File: config.mk
export PLATFORM = sky130hd
export DESIGN_NAME = command_authority_arbiter
export DESIGN_NICKNAME = d
export VERILOG_FILES = /design/src/hw/rtl/caa_pkg.sv /design/src/hw/rtl/caa_front.sv /design/src/hw/rtl/caa_queue.sv /design/src/hw/rtl/caa_back.sv /design/src/hw/rtl/command_authority_arbiter.sv
export SDC_FILE = /design/constraint.sdc
export NUM_CORES = 2
export LEC_CHECK = 0
export ABC_AREA = 1
export BUFFER_PORTS_ARGS = -buffer_cell sky130_fd_sc_hd__buf_2
export CAP_MARGIN = 20
export CORE_MARGIN = 2
export CORE_UTILIZATION = 55
export CTS_CLUSTER_DIAMETER = 30
export CTS_CLUSTER_SIZE = 10
export DETAILED_ROUTE_END_ITERATION = 7
export PLACE_DENSITY = 0.7
export SLEW_MARGIN = 20
export SYNTH_ARGS = -nofsm -noshare
export SYNTH_HDL_FRONTEND = slang
export SYNTH_SLANG_ARGS = --single-unit
File: constraint.sdc
create_clock -name clk_i -period 9.75 [get_ports clk_i]
set_input_delay 0.4875 -clock clk_i [delete_from_list [all_inputs] [get_ports clk_i]]
set_output_delay 0.4875 -clock clk_i [all_outputs]
set_load 0.02 [all_outputs]
File: src/hw/rtl/caa_pkg.sv
// Package for the command authority arbiter: operation, source and stop
// reason codes, the queue entry type and fixed widths. No dependencies.
package caa_pkg;

  localparam int unsigned NumSrc    = 3;
  localparam int unsigned DemandW   = 11;
  localparam int unsigned MagW      = 17;  // |demand| * percent, at most 102400
  localparam int unsigned RecipW    = 18;
  localparam int unsigned RecipSh   = 24;
  // ceil(2^24 / 100): exact floor(x / 100) for x below about 199000
  localparam logic [RecipW-1:0] Recip100 = 18'd167773;
  localparam logic [6:0]  FullPct   = 7'd100;
  localparam logic [10:0] DemandMax = 11'd1000;

  typedef enum logic [1:0] {
    OP_DECIDE   = 2'd0,
    OP_HANDSET  = 2'd1,
    OP_TELEOP   = 2'd2,
    OP_AUTONOMY = 2'd3
  } op_e;

  typedef enum logic [1:0] {
    SRC_NONE     = 2'd0,
    SRC_HANDSET  = 2'd1,
    SRC_TELEOP   = 2'd2,
    SRC_AUTONOMY = 2'd3
  } src_e;

  typedef enum logic [3:0] {
    RSN_NONE        = 4'd0,
    RSN_STARTUP     = 4'd1,
    RSN_HS_INVALID  = 4'd2,
    RSN_HS_STALE    = 4'd3,
    RSN_ESTOP       = 4'd4,
    RSN_TEL_INVALID = 4'd5,
    RSN_TEL_STALE   = 4'd6,
    RSN_ALLSTOP     = 4'd7,
    RSN_AUT_INVALID = 4'd8,
    RSN_AUT_STALE   = 4'd9
  } reason_e;

  typedef enum logic [1:0] {
    CFG_HS_TIMEOUT  = 2'd0,
    CFG_TEL_TIMEOUT = 2'd1,
    CFG_AUT_TIMEOUT = 2'd2,
    CFG_ALLOW_EARLY = 2'd3
  } cfg_e;

  // One classified request as it sits in the queue. Demands are already
  // multiplied by the clamped limit percent (100 for autonomy).
  typedef struct packed {
    op_e              op;
    logic [31:0]      now_ms;
    logic             cmd_valid;
    logic             cmd_request;
    logic             cmd_estop;
    logic             surge_neg;
    logic [MagW-1:0]  surge_mag;
    logic             yaw_neg;
    logic [MagW-1:0]  yaw_mag;
    logic [31:0]      cmd_seq;
    logic             halt_all;
  } entry_t;

endpackage

File: src/hw/rtl/caa_front.sv
// Front end: classifies an incoming request and forms its scaled demand
// product for the queue. Depends on caa_pkg.
module caa_front (
  input  logic                     in_valid_i,
  output logic                     in_ready_o,
  input  logic [1:0]               operation_i,
  input  logic [31:0]              now_ms_i,
  input  logic                     cmd_valid_i,
  input  logic                     cmd_request_i,
  input  logic                     cmd_estop_i,
  input  logic signed [10:0]       cmd_surge_i,
  input  logic signed [10:0]       cmd_yaw_i,
  input  logic [7:0]               cmd_limit_i,
  input  logic [31:0]              cmd_seq_i,
  input  logic                     halt_all_i,
  output logic                     push_o,
  output caa_pkg::entry_t          entry_o,
  input  logic                     q_full_i
);
  import caa_pkg::*;

  op_e                op;
  logic [6:0]         pct;
  logic               s_neg, y_neg;
  logic [DemandW-1:0] s_abs, y_abs;

  assign op         = op_e'(operation_i);
  assign in_ready_o = !q_full_i;
  assign push_o     = in_valid_i && !q_full_i;

  always_comb begin
    // autonomy passes unscaled: times 100, later divided by 100
    if (op == OP_AUTONOMY) begin
      pct = FullPct;
    end else if (cmd_limit_i > 8'(FullPct)) begin
      pct = FullPct;
    end else begin
      pct = cmd_limit_i[6:0];
    end
    s_neg = cmd_surge_i[10];
    y_neg = cmd_yaw_i[10];
    s_abs = s_neg ? DemandW'(-cmd_surge_i) : cmd_surge_i;
    y_abs = y_neg ? DemandW'(-cmd_yaw_i) : cmd_yaw_i;

    entry_o.op          = op;
    entry_o.now_ms      = now_ms_i;
    entry_o.cmd_valid   = cmd_valid_i;
    entry_o.cmd_request = (op == OP_AUTONOMY) ? 1'b0 : cmd_request_i;
    entry_o.cmd_estop   = (op == OP_TELEOP) ? cmd_estop_i : 1'b0;
    entry_o.surge_neg   = s_neg;
    entry_o.surge_mag   = MagW'(s_abs) * MagW'(pct);
    entry_o.yaw_neg     = y_neg;
    entry_o.yaw_mag     = MagW'(y_abs) * MagW'(pct);
    entry_o.cmd_seq     = cmd_seq_i;
    entry_o.halt_all    = halt_all_i;
  end

endmodule

File: src/hw/rtl/caa_queue.sv
// Two-entry request queue between front and back end.
// Depends on caa_pkg for the entry type.
module caa_queue (
  input  logic             clk_i,
  input  logic             rst_ni,
  input  logic             push_i,
  input  caa_pkg::entry_t  entry_i,
  output logic             full_o,
  output logic             head_valid_o,
  output caa_pkg::entry_t  head_o,
  input  logic             pop_i
);
  import caa_pkg::*;

  entry_t      mem_q [2];
  logic        wr_ptr_q, wr_ptr_d;
  logic        rd_ptr_q, rd_ptr_d;
  logic [1:0]  cnt_q, cnt_d;

  assign full_o       = (cnt_q == 2'd2);
  assign head_valid_o = (cnt_q != 2'd0);
  assign head_o       = mem_q[rd_ptr_q];

  always_comb begin
    wr_ptr_d = push_i ? !wr_ptr_q : wr_ptr_q;
    rd_ptr_d = pop_i ? !rd_ptr_q : rd_ptr_q;
    cnt_d    = cnt_q + {1'b0, push_i} - {1'b0, pop_i};
  end

  always_ff @(posedge clk_i or negedge rst_ni) begin
    if (!rst_ni) begin
      wr_ptr_q <= 1'b0;
      rd_ptr_q <= 1'b0;
      cnt_q    <= 2'd0;
    end else begin
      wr_ptr_q <= wr_ptr_d;
      rd_ptr_q <= rd_ptr_d;
      cnt_q    <= cnt_d;
    end
  end

  always_ff @(posedge clk_i) begin
    if (push_i) begin
      mem_q[wr_ptr_q] <= entry_i;
    end
  end

endmodule

File: src/hw/rtl/caa_back.sv
// Back end: source mailboxes, timeout registers, the priority decision
// and the output register. Depends on caa_pkg.
module caa_back (
  input  logic                clk_i,
  input  logic                rst_ni,
  input  logic                cfg_we_i,
  input  logic [1:0]          cfg_idx_i,
  input  logic [15:0]         cfg_data_i,
  input  logic                head_valid_i,
  input  caa_pkg::entry_t     head_i,
  output logic                pop_o,
  output logic                out_valid_o,
  input  logic                out_ready_i,
  output logic [31:0]         decision_count_o,
  output logic [1:0]          grant_src_o,
  output logic                thrust_cut_o,
  output logic                manual_fault_o,
  output logic [3:0]          halt_cause_o,
  output logic signed [10:0]  surge_out_o,
  output logic signed [10:0]  yaw_out_o,
  output logic [31:0]         lineage_seq_o,
  output logic                owner_changed_o,
  output logic                reason_changed_o
);
  import caa_pkg::*;

  // configuration
  logic [15:0] timeout_q [NumSrc];
  logic        allow_early_q;

  // mailboxes; grant values are already scaled and saturated
  logic [NumSrc-1:0]       seen_q, valid_q, request_q, estop_q;
  logic signed [10:0]      gsurge_q [NumSrc];
  logic signed [10:0]      gyaw_q   [NumSrc];
  logic [31:0]             seq_q    [NumSrc];
  logic [31:0]             arr_q    [NumSrc];

  logic [31:0] count_q;
  src_e        last_src_q;
  reason_e     last_rsn_q;

  logic        out_valid_q, out_valid_d;
  logic [31:0] o_count_q;
  src_e        o_src_q;
  logic        o_stop_q, o_fc_q;
  reason_e     o_rsn_q;
  logic signed [10:0] o_surge_q, o_yaw_q;
  logic [31:0] o_lin_q;
  logic        o_ach_q, o_rch_q;

  logic        is_decide, is_arrival, take;
  logic [1:0]  wr_idx;
  logic [NumSrc-1:0] fresh;
  logic [32:0] diff [NumSrc];
  logic [31:0] age  [NumSrc];

  logic [MagW+RecipW-1:0] s_prod, y_prod;
  logic [DemandW-1:0]     s_q, y_q, s_c, y_c;
  logic signed [10:0]     new_surge, new_yaw;

  src_e               sel;
  reason_e            rsn;
  logic               stop, fclosed;
  logic signed [10:0] d_surge, d_yaw;
  logic [31:0]        lineage;

  assign is_decide  = (head_i.op == OP_DECIDE);
  assign is_arrival = head_valid_i && !is_decide;
  assign pop_o      = head_valid_i && (!is_decide || !out_valid_q || out_ready_i);
  assign take       = pop_o && is_decide;
  assign wr_idx     = 2'(head_i.op) - 2'd1;

  // divide the scaled magnitude by 100, clamp, restore sign
  always_comb begin
    s_prod = (MagW + RecipW)'(head_i.surge_mag) * (MagW + RecipW)'(Recip100);
    y_prod = (MagW + RecipW)'(head_i.yaw_mag) * (MagW + RecipW)'(Recip100);
    s_q = s_prod[RecipSh +: DemandW];
    y_q = y_prod[RecipSh +: DemandW];
    s_c = (s_q > DemandMax) ? DemandMax : s_q;
    y_c = (y_q > DemandMax) ? DemandMax : y_q;
    new_surge = head_i.surge_neg ? -$signed(s_c) : $signed(s_c);
    new_yaw   = head_i.yaw_neg ? -$signed(y_c) : $signed(y_c);
  end

  // freshness: age clamps at zero when time runs behind the arrival stamp
  always_comb begin
    for (int i = 0; i < NumSrc; i++) begin
      diff[i]  = {1'b0, head_i.now_ms} - {1'b0, arr_q[i]};
      age[i]   = diff[i][32] ? 32'd0 : diff[i][31:0];
      fresh[i] = seen_q[i] && (timeout_q[i] != 16'd0) && (age[i] <= {16'd0, timeout_q[i]});
    end
  end

  always_comb begin
    sel     = SRC_NONE;
    rsn     = RSN_NONE;
    stop    = 1'b0;
    fclosed = 1'b0;
    d_surge = '0;
    d_yaw   = '0;
    lineage = '0;
    priority if (seen_q[0] && request_q[0]) begin
      lineage = seq_q[0];
      if (valid_q[0] && fresh[0]) begin
        sel     = SRC_HANDSET;
        d_surge = gsurge_q[0];
        d_yaw   = gyaw_q[0];
      end else begin
        stop    = 1'b1;
        fclosed = 1'b1;
        rsn     = valid_q[0] ? RSN_HS_STALE : RSN_HS_INVALID;
      end
    end else if (seen_q[1] && request_q[1]) begin
      lineage = seq_q[1];
      priority if (estop_q[1]) begin
        stop = 1'b1;
        rsn  = RSN_ESTOP;
      end else if (valid_q[1] && fresh[1]) begin
        sel     = SRC_TELEOP;
        d_surge = gsurge_q[1];
        d_yaw   = gyaw_q[1];
      end else begin
        stop    = 1'b1;
        fclosed = 1'b1;
        rsn     = valid_q[1] ? RSN_TEL_STALE : RSN_TEL_INVALID;
      end
    end else begin
      priority if (head_i.halt_all) begin
        stop = 1'b1;
        rsn  = RSN_ALLSTOP;
      end else if (!seen_q[0] && !allow_early_q) begin
        stop = 1'b1;
        rsn  = RSN_STARTUP;
      end else if (valid_q[2] && fresh[2]) begin
        sel     = SRC_AUTONOMY;
        lineage = seq_q[2];
        d_surge = gsurge_q[2];
        d_yaw   = gyaw_q[2];
      end else begin
        stop    = 1'b1;
        lineage = seq_q[2];
        rsn     = valid_q[2] ? RSN_AUT_STALE : RSN_AUT_INVALID;
      end
    end
  end

  always_comb begin
    if (take) begin
      out_valid_d = 1'b1;
    end else if (out_ready_i) begin
      out_valid_d = 1'b0;
    end else begin
      out_valid_d = out_valid_q;
    end
  end

  always_ff @(posedge clk_i or negedge rst_ni) begin
    if (!rst_ni) begin
      timeout_q[0]  <= 16'd500;
      timeout_q[1]  <= 16'd500;
      timeout_q[2]  <= 16'd1000;
      allow_early_q <= 1'b1;
      seen_q        <= '0;
      valid_q       <= '0;
      request_q     <= '0;
      estop_q       <= '0;
      for (int i = 0; i < NumSrc; i++) begin
        gsurge_q[i] <= '0;
        gyaw_q[i]   <= '0;
        seq_q[i]    <= '0;
        arr_q[i]    <= '0;
      end
      count_q     <= '0;
      last_src_q  <= SRC_NONE;
      last_rsn_q  <= RSN_STARTUP;
      out_valid_q <= 1'b0;
    end else begin
      if (cfg_we_i) begin
        unique case (cfg_e'(cfg_idx_i))
          CFG_HS_TIMEOUT:  timeout_q[0]  <= cfg_data_i;
          CFG_TEL_TIMEOUT: timeout_q[1]  <= cfg_data_i;
          CFG_AUT_TIMEOUT: timeout_q[2]  <= cfg_data_i;
          CFG_ALLOW_EARLY: allow_early_q <= cfg_data_i[0];
          default: ;
        endcase
      end
      if (is_arrival) begin
        for (int i = 0; i < NumSrc; i++) begin
          if (wr_idx == 2'(i)) begin
            seen_q[i]    <= 1'b1;
            valid_q[i]   <= head_i.cmd_valid;
            request_q[i] <= head_i.cmd_request;
            estop_q[i]   <= head_i.cmd_estop;
            gsurge_q[i]  <= new_surge;
            gyaw_q[i]    <= new_yaw;
            seq_q[i]     <= head_i.cmd_seq;
            arr_q[i]     <= head_i.now_ms;
          end
        end
      end
      if (take) begin
        count_q    <= count_q + 32'd1;
        last_src_q <= sel;
        last_rsn_q <= rsn;
      end
      out_valid_q <= out_valid_d;
    end
  end

  always_ff @(posedge clk_i) begin
    if (take) begin
      o_count_q <= count_q + 32'd1;
      o_src_q   <= sel;
      o_stop_q  <= stop;
      o_fc_q    <= fclosed;
      o_rsn_q   <= rsn;
      o_surge_q <= stop ? 11'sd0 : d_surge;
      o_yaw_q   <= stop ? 11'sd0 : d_yaw;
      o_lin_q   <= lineage;
      o_ach_q   <= (sel != last_src_q);
      o_rch_q   <= (rsn != last_rsn_q);
    end
  end

  assign out_valid_o         = out_valid_q;
  assign decision_count_o    = o_count_q;
  assign grant_src_o         = o_src_q;
  assign thrust_cut_o        = o_stop_q;
  assign manual_fault_o      = o_fc_q;
  assign halt_cause_o        = o_rsn_q;
  assign surge_out_o         = o_surge_q;
  assign yaw_out_o           = o_yaw_q;
  assign lineage_seq_o       = o_lin_q;
  assign owner_changed_o     = o_ach_q;
  assign reason_changed_o    = o_rch_q;

endmodule

File: src/hw/rtl/command_authority_arbiter.sv
// Command authority arbiter, top level. A decide request taken from the
// queue has its result registered at the output; arrivals give no result.
// Throughput: one request per cycle, set by the two-entry queue draining one
// entry a cycle; a decide waits in the queue only while the output is held.
// Reset (async, active low) empties queue and output, clears the mailboxes
// and loads timeouts 500/500/1000 ms with early autonomy allowed.
module command_authority_arbiter (
  input  logic                clk_i,
  input  logic                rst_ni,
  input  logic                cfg_we_i,
  input  logic [1:0]          cfg_idx_i,
  input  logic [15:0]         cfg_data_i,
  input  logic                in_valid_i,
  output logic                in_ready_o,
  input  logic [1:0]          operation_i,
  input  logic [31:0]         now_ms_i,
  input  logic                cmd_valid_i,
  input  logic                cmd_request_i,
  input  logic                cmd_estop_i,
  input  logic signed [10:0]  cmd_surge_i,
  input  logic signed [10:0]  cmd_yaw_i,
  input  logic [7:0]          cmd_limit_i,
  input  logic [31:0]         cmd_seq_i,
  input  logic                halt_all_i,
  output logic                out_valid_o,
  input  logic                out_ready_i,
  output logic [31:0]         decision_count_o,
  output logic [1:0]          grant_src_o,
  output logic                thrust_cut_o,
  output logic                manual_fault_o,
  output logic [3:0]          halt_cause_o,
  output logic signed [10:0]  surge_out_o,
  output logic signed [10:0]  yaw_out_o,
  output logic [31:0]         lineage_seq_o,
  output logic                owner_changed_o,
  output logic                reason_changed_o
);
  import caa_pkg::*;

  entry_t push_entry, head;
  logic   push, full, head_valid, pop;

  caa_front u_front (
    .in_valid_i    (in_valid_i),
    .in_ready_o    (in_ready_o),
    .operation_i   (operation_i),
    .now_ms_i      (now_ms_i),
    .cmd_valid_i   (cmd_valid_i),
    .cmd_request_i (cmd_request_i),
    .cmd_estop_i   (cmd_estop_i),
    .cmd_surge_i   (cmd_surge_i),
    .cmd_yaw_i     (cmd_yaw_i),
    .cmd_limit_i   (cmd_limit_i),
    .cmd_seq_i     (cmd_seq_i),
    .halt_all_i    (halt_all_i),
    .push_o        (push),
    .entry_o       (push_entry),
    .q_full_i      (full)
  );

  caa_queue u_queue (
    .clk_i        (clk_i),
    .rst_ni       (rst_ni),
    .push_i       (push),
    .entry_i      (push_entry),
    .full_o       (full),
    .head_valid_o (head_valid),
    .head_o       (head),
    .pop_i        (pop)
  );

  caa_back u_back (
    .clk_i               (clk_i),
    .rst_ni              (rst_ni),
    .cfg_we_i            (cfg_we_i),
    .cfg_idx_i           (cfg_idx_i),
    .cfg_data_i          (cfg_data_i),
    .head_valid_i        (head_valid),
    .head_i              (head),
    .pop_o               (pop),
    .out_valid_o         (out_valid_o),
    .out_ready_i         (out_ready_i),
    .decision_count_o    (decision_count_o),
    .grant_src_o         (grant_src_o),
    .thrust_cut_o        (thrust_cut_o),
    .manual_fault_o      (manual_fault_o),
    .halt_cause_o        (halt_cause_o),
    .surge_out_o         (surge_out_o),
    .yaw_out_o           (yaw_out_o),
    .lineage_seq_o       (lineage_seq_o),
    .owner_changed_o     (owner_changed_o),
    .reason_changed_o    (reason_changed_o)
  );

endmodule

* Yosys cells after proc, flatten, opt, wreduce, memory -nomap -nowiden
Memory sizes are Yosys's and may differ from the RTL's.
Cells that the tools add are included.
Widths: inputs -> output; s select.
** Cells by class
- Equal/unequal tests :: 10
- Multiply operators :: 4
- Order comparisons :: 6
- Reduce and logical (&&, ||, !) cells :: 40
- Mux-type cells :: 67
- $add $sub $neg :: 11
** Operators with widths (number)
- $mux 11 :: 22
- $mux 32 :: 7
- $sub 32x32->33 :: 3
- $le 32x16->1 :: 3
- $mul 17x18->35 const B :: 2
- $reduce_bool 16->1 :: 3
- $neg 11->11 :: 4
- $mul 11x7->17 :: 2
- $add 32x1->32 const B :: 1
- $mux 4 :: 8
- $gt 11x10->1 const B :: 2
- $mux 1 :: 20
- $logic_and 1x1->1 :: 16
- $mux 2 :: 8
- $mux 7 :: 2
- $reduce_and 2->1 :: 7
- $eq 2x2->1 const B :: 6
- $gt 8x7->1 const B :: 1
- $logic_not 1->1 :: 7
- $logic_not 2->1 :: 3
- $eq 2x1->1 const B :: 2
- $ne 4x4->1 :: 1
- $reduce_bool 2->1 :: 2
- $add 2x1->2 :: 1
- 4 further kinds :: 5
** Word-level totals
- Bits in registers :: 455
- Bits in writable memories :: 212
- Word-level logic and storage cells :: 181
- Memories kept :: 1
** Memories
- u_queue.mem_q :: words 2, bits a word 106, rd ports 1, clocked after memory_dff 0, wr ports 1, line caa_queue.sv:15 : entry_t mem_q [2];

* Longest topological paths before layout
An unclocked memory read counts as a cell.
- Word-level depth :: 12
- Depth in mapped cells :: 48
- Depth with buffers taken out :: 44

* By module
Synthesis repeated with hierarchy kept, for this count alone.
** Second synthesis, totals
- Cells, all modules :: 6846
- Area total of the unflattened synthesis :: 54175.7 um2
** Modules (own cells, without submodules)
- caa_back :: instances 1, cells each 5367, area each 40010.9 um2
- caa_queue :: instances 1, cells each 578, area each 8066.5 um2
- caa_front :: instances 1, cells each 901, area each 6098.3 um2

* Worst setup path before layout
OpenSTA, ideal clock, no wires.
- Path type :: reg2reg
- Start :: register u_queue.rd_ptr_q
- End :: register u_back.gsurge_q[32] (netlist bit)
- Slack :: 2.203 ns
- Period minus slack after synthesis :: 7.547 ns
- Path buffers :: 4
- Cell stages (with the launch flop) :: 40
- Arrival time :: 7.421 ns
- Library setup time :: 0.126 ns
- Cell sequence :: dfrtp_1 buf_6 inv_6 clkbuf_1 clkbuf_1 or2_2 o21ai_0 inv_1 fa_1 fa_1 inv_1 fa_1 fa_1 fa_1 inv_1 fa_1 inv_1 ha_1 (+4 left out) a21oi_1 nand2_1 nand2_1 nand2_2 a21oi_1 nand2_1 nand2_1 nand2_2 buf_6 nand3_1 ha_1 inv_1 nor3_1 nand4_1 nand2_1 nand3_1 nand2_1 o21ai_1
** Between the ends
- Cells in the longest elaborated chain, start to end :: 6
- Elaborated cells on any way between the ends :: 12
- Classes of those cells :: add/sub (2); mul (1); order compare (1); mux (2); reduce/logical (5); memory (1)
** RTL lines
- from (decl) :: line caa_queue.sv:17 : logic rd_ptr_q, rd_ptr_d;
- from (signal assigned) :: line caa_queue.sv:37 : rd_ptr_q <= rd_ptr_d;
- $mem_v2 2x106 *
- $mul 17x18->35 :: line caa_back.sv:75 : s_prod = (MagW + RecipW)'(head_i.surge_mag) * (MagW + RecipW)'(Recip100);
- $gt 11x10->1 :: line caa_back.sv:79 : s_c = (s_q > DemandMax) ? DemandMax : s_q;
- $mux 11 :: line caa_back.sv:79
- $neg 11->11 :: line caa_back.sv:81 : new_surge = head_i.surge_neg ? -$signed(s_c) : $signed(s_c);
- $mux 11 :: line caa_back.sv:81
- to (signal, indexed assignment) :: line caa_back.sv:194 : gsurge_q[i] <= new_surge;
- to (decl) :: line caa_back.sv:33 : logic signed [10:0] gsurge_q [NumSrc];
Mark *: on every way between the ends. The rest lies on a longest branch, timed or not.
A chain may end at the register's enable or synchronous reset.

* Final worst setup path
- Start :: register u_queue.rd_ptr_q
- End :: register u_back.gsurge_q[10] (netlist bit)
Same word-level chain as after synthesis.

==> flow_summary.yaml <==
clocking:
  cts_tree: "built"
  post-cts-setup-buffers: 0
  root_buffer: "clkbuf_16"
  clkSinkCount: 667
  cts.path.max_buffers: 3
  holdBufCountCts: 68
  cts_buffers: 136
  clk-insertion-delay-late_ps: 730
  cts_resized: 0
  clk_transition_reported_paths_ps: 50
  htreeDepth: 4
synth:
  yosysWarnings: 0
  syn_nets: 7274
  seq_area_frac_synth_pct: 35.0
  ys_seq_elements: 667
  syn-instance-count: 6341
  synth.cell_area_um2: 52100
  synth_edf_count: 308
  synth-xor-area-share_pct: 2.13
  synth_ff_type: "dfrtp_1"
  synth.area.mux_share_pct: 0.0192
  synthAdderAreaFrac_pct: 23.9
  synth_top_family_by_area: "adder cells"
  syn_avg_cell_area_um2: 8.22
  synth-compound-area-share_pct: 8.24
  async_flop_share_pct: 53.8
  synth-simple-area-share_pct: 21.0
  synth_cell_type_count: 65
sta:
  max_freq_ghz: 0.117
  setup_slack_ps: 1220
  tns_ps: 0
  clock_skew_ps: 37.6
  slew_headroom_pct: 24.9
  rsz0062_at_grt: "false"
  post-route-period-util_pct: 87.5
  slew_viol_final: 0
  setup_violations: 0
  hold_violations: 0
  worst_pin_slew_ps: 1120
  layout_min_cycle_time_ps: 8530
global_route:
  grt_pass1_vias: 42000
  grt_max_degree: 132
  grt_pass1_wl_mm: 223
  antenna_found_initial: 6
  track_usage_pct: 28.7
  globalRouteOverflowTotal: 0
cells_and_area:
  final_nets: 7597
  mostFrequentLayoutCell: "nand2_1"
  drive_gt1_share_pct: 9.27
  layout_common_cells: "nand2_1, inv_1, ha_1"
  area.growth.synth_to_final_pct: 15.2
  final_cells: 8031
die:
  coreArea_um2: 93600
  rows: 112
  ios: 221
  die_x_um: 312
  fp.dieH_um: 312
  start_util_pct: 55.7
  dieArea_um2: 97300
placed_design:
  place_congestion: 0.948
  place_inst: 7711
  dpl.hpwl_mm: 105
  portBuffers: 220
  place_ws_ps: 1240
worst_setup_path:
  critical_path_class: "flop to flop"
  crit_required_ps: 10320
  ff2ff_path_depth: 40
  cpMostUsedCell: "nand2_1"
  r2r_slack_ps: 1220
  end_kind: "flop"
  rr_endpoint: "u_back.gsurge_q[10]"
  critPathLaunchType: "flop"
  r2r_start: "u_queue.rd_ptr_q"
  critical_path_arrival_ps: 9100
  slowest_stage: "dfrtp_4"
  worst-path-max-fanout: 66
  critical-path-max-stage-delay_ps: 660
route:
  drc: 0
  routedWlPerCell_um: 17.2
  ant_nets: 0
  dr_total_vias: 42700
  initialDrtViolationCount: 3500
  viasPerCell: 5.31
  firstDrtPassIters: 6
  finalWirelength_mm: 138
worst_hold_path:
  hold_depth: 3
  min_from: "cfg_data_i[8]"
  holdPathEnd: "u_back.timeout_q[8]"
  hold_path_class: "primary input to flop"
flow_run:
  cap_violations: 0
run_status:
  status: "finished, final reports clean"
worst max path at each step:
stage                     slack (ps)                  end             start
after floorplan                 2200  u_back.gsurge_q[32]  u_queue.rd_ptr_q
after global placement          1300  u_back.gsurge_q[32]  u_queue.rd_ptr_q
after detailed placement        1240  u_back.gsurge_q[32]  u_queue.rd_ptr_q
after CTS                       1180  u_back.gsurge_q[10]  u_queue.rd_ptr_q
after global routing             410  u_back.gsurge_q[32]  u_queue.rd_ptr_q
final                           1220  u_back.gsurge_q[10]  u_queue.rd_ptr_q
critical path, delay by kind of cell, from the launching register on:
family | cells | cell delay, ps
and+or+nand+nor | 16 | 2220
adders and majority gates | 8 | 3620
DFF | 1 | 660
AOI/OAI and AO/OA | 6 | 900
buffers and inverters | 10 | 940
area by class of cell:
| type | instances | area [µm²] |
|---|---|---|
| diodes | 2 | 5.00 |
| multi-input cells | 4347 | 28800 |
| inverters | 1194 | 4500 |
| fillers | 8027 | 33600 |
| flip-flops and latches | 667 | 18300 |
| clock inverters | 79 | 1090 |
| well taps | 1254 | 1570 |
| repair buffers | 318 | 2030 |
| clock buffers | 170 | 3760 |
per-stage QoR:
step / hold slack, ps / util, % / area (µm²)
2_1_floorplan: 192 / - / 52100
3_3_place_gp: 453 / 58.2 / 54500
3_5_place_dp: 459 / 58.2 / 54500
4_1_cts: 7.77 / 64.1 / 60000
5_1_grt: 33.5 / 64.1 / 60000
6_report: 39.0 / 64.1 / 60000
synthesized netlist by cell type, types with 63 or more instances:
master    instances  share of area (%)
clkbuf_1        107               0.77
inv_1          1178                8.5
dfrtp_1         339                 16
o21ai_0         400                3.8
a21oi_1         223                2.1
nand2_1        1700                 12
edfxtp_1        308                 18
fa_1            307                 12
ha_1            503                 12
nor2_1          400                2.9
nand3_1         260                2.5
xor2_1           75                1.3
nor3_1           63               0.60
sequential cells by signal, summed over array words and instances, names as in the netlist, 32 cells and up:
signal / flops
u_back.lineage_seq_o: 32
u_back.arr_q: 96
u_back.gsurge_q: 33
u_back.seq_q: 96
u_back.gyaw_q: 33
u_queue.mem_q: 212
u_back.decision_count_o: 32
u_back.timeout_q: 48
u_back.count_q: 32
kinds of logic (layout without fill, tap and decap cells):
| logic type | count (synthesis) | in the layout |
|---|---|---|
| buf+inv | 1327 | 1761 |
| xor+xnor | 126 | 126 |
| simple gates | 2631 | 2631 |
| compound gates | 779 | 779 |
| flops | 667 | 667 |
| mux | 1 | 1 |
| other cells | 0 | 2 |
| fa+ha+maj | 810 | 810 |
metal layers:
layer / vias to the layer above / share of wire [%] / GRT usage, %
met4: 4 / 2.4 / 8.44
met1: 20200 / 46 / 41.2
met5: - / 0.014 / 0
met2: 1374 / 45 / 44.8
li1: 20800 / - / -
met3: 203 / 7.1 / 5.02
Power is not shown: default switching activity piles up to over one toggle a cycle in this logic, so the estimate is an artifact.
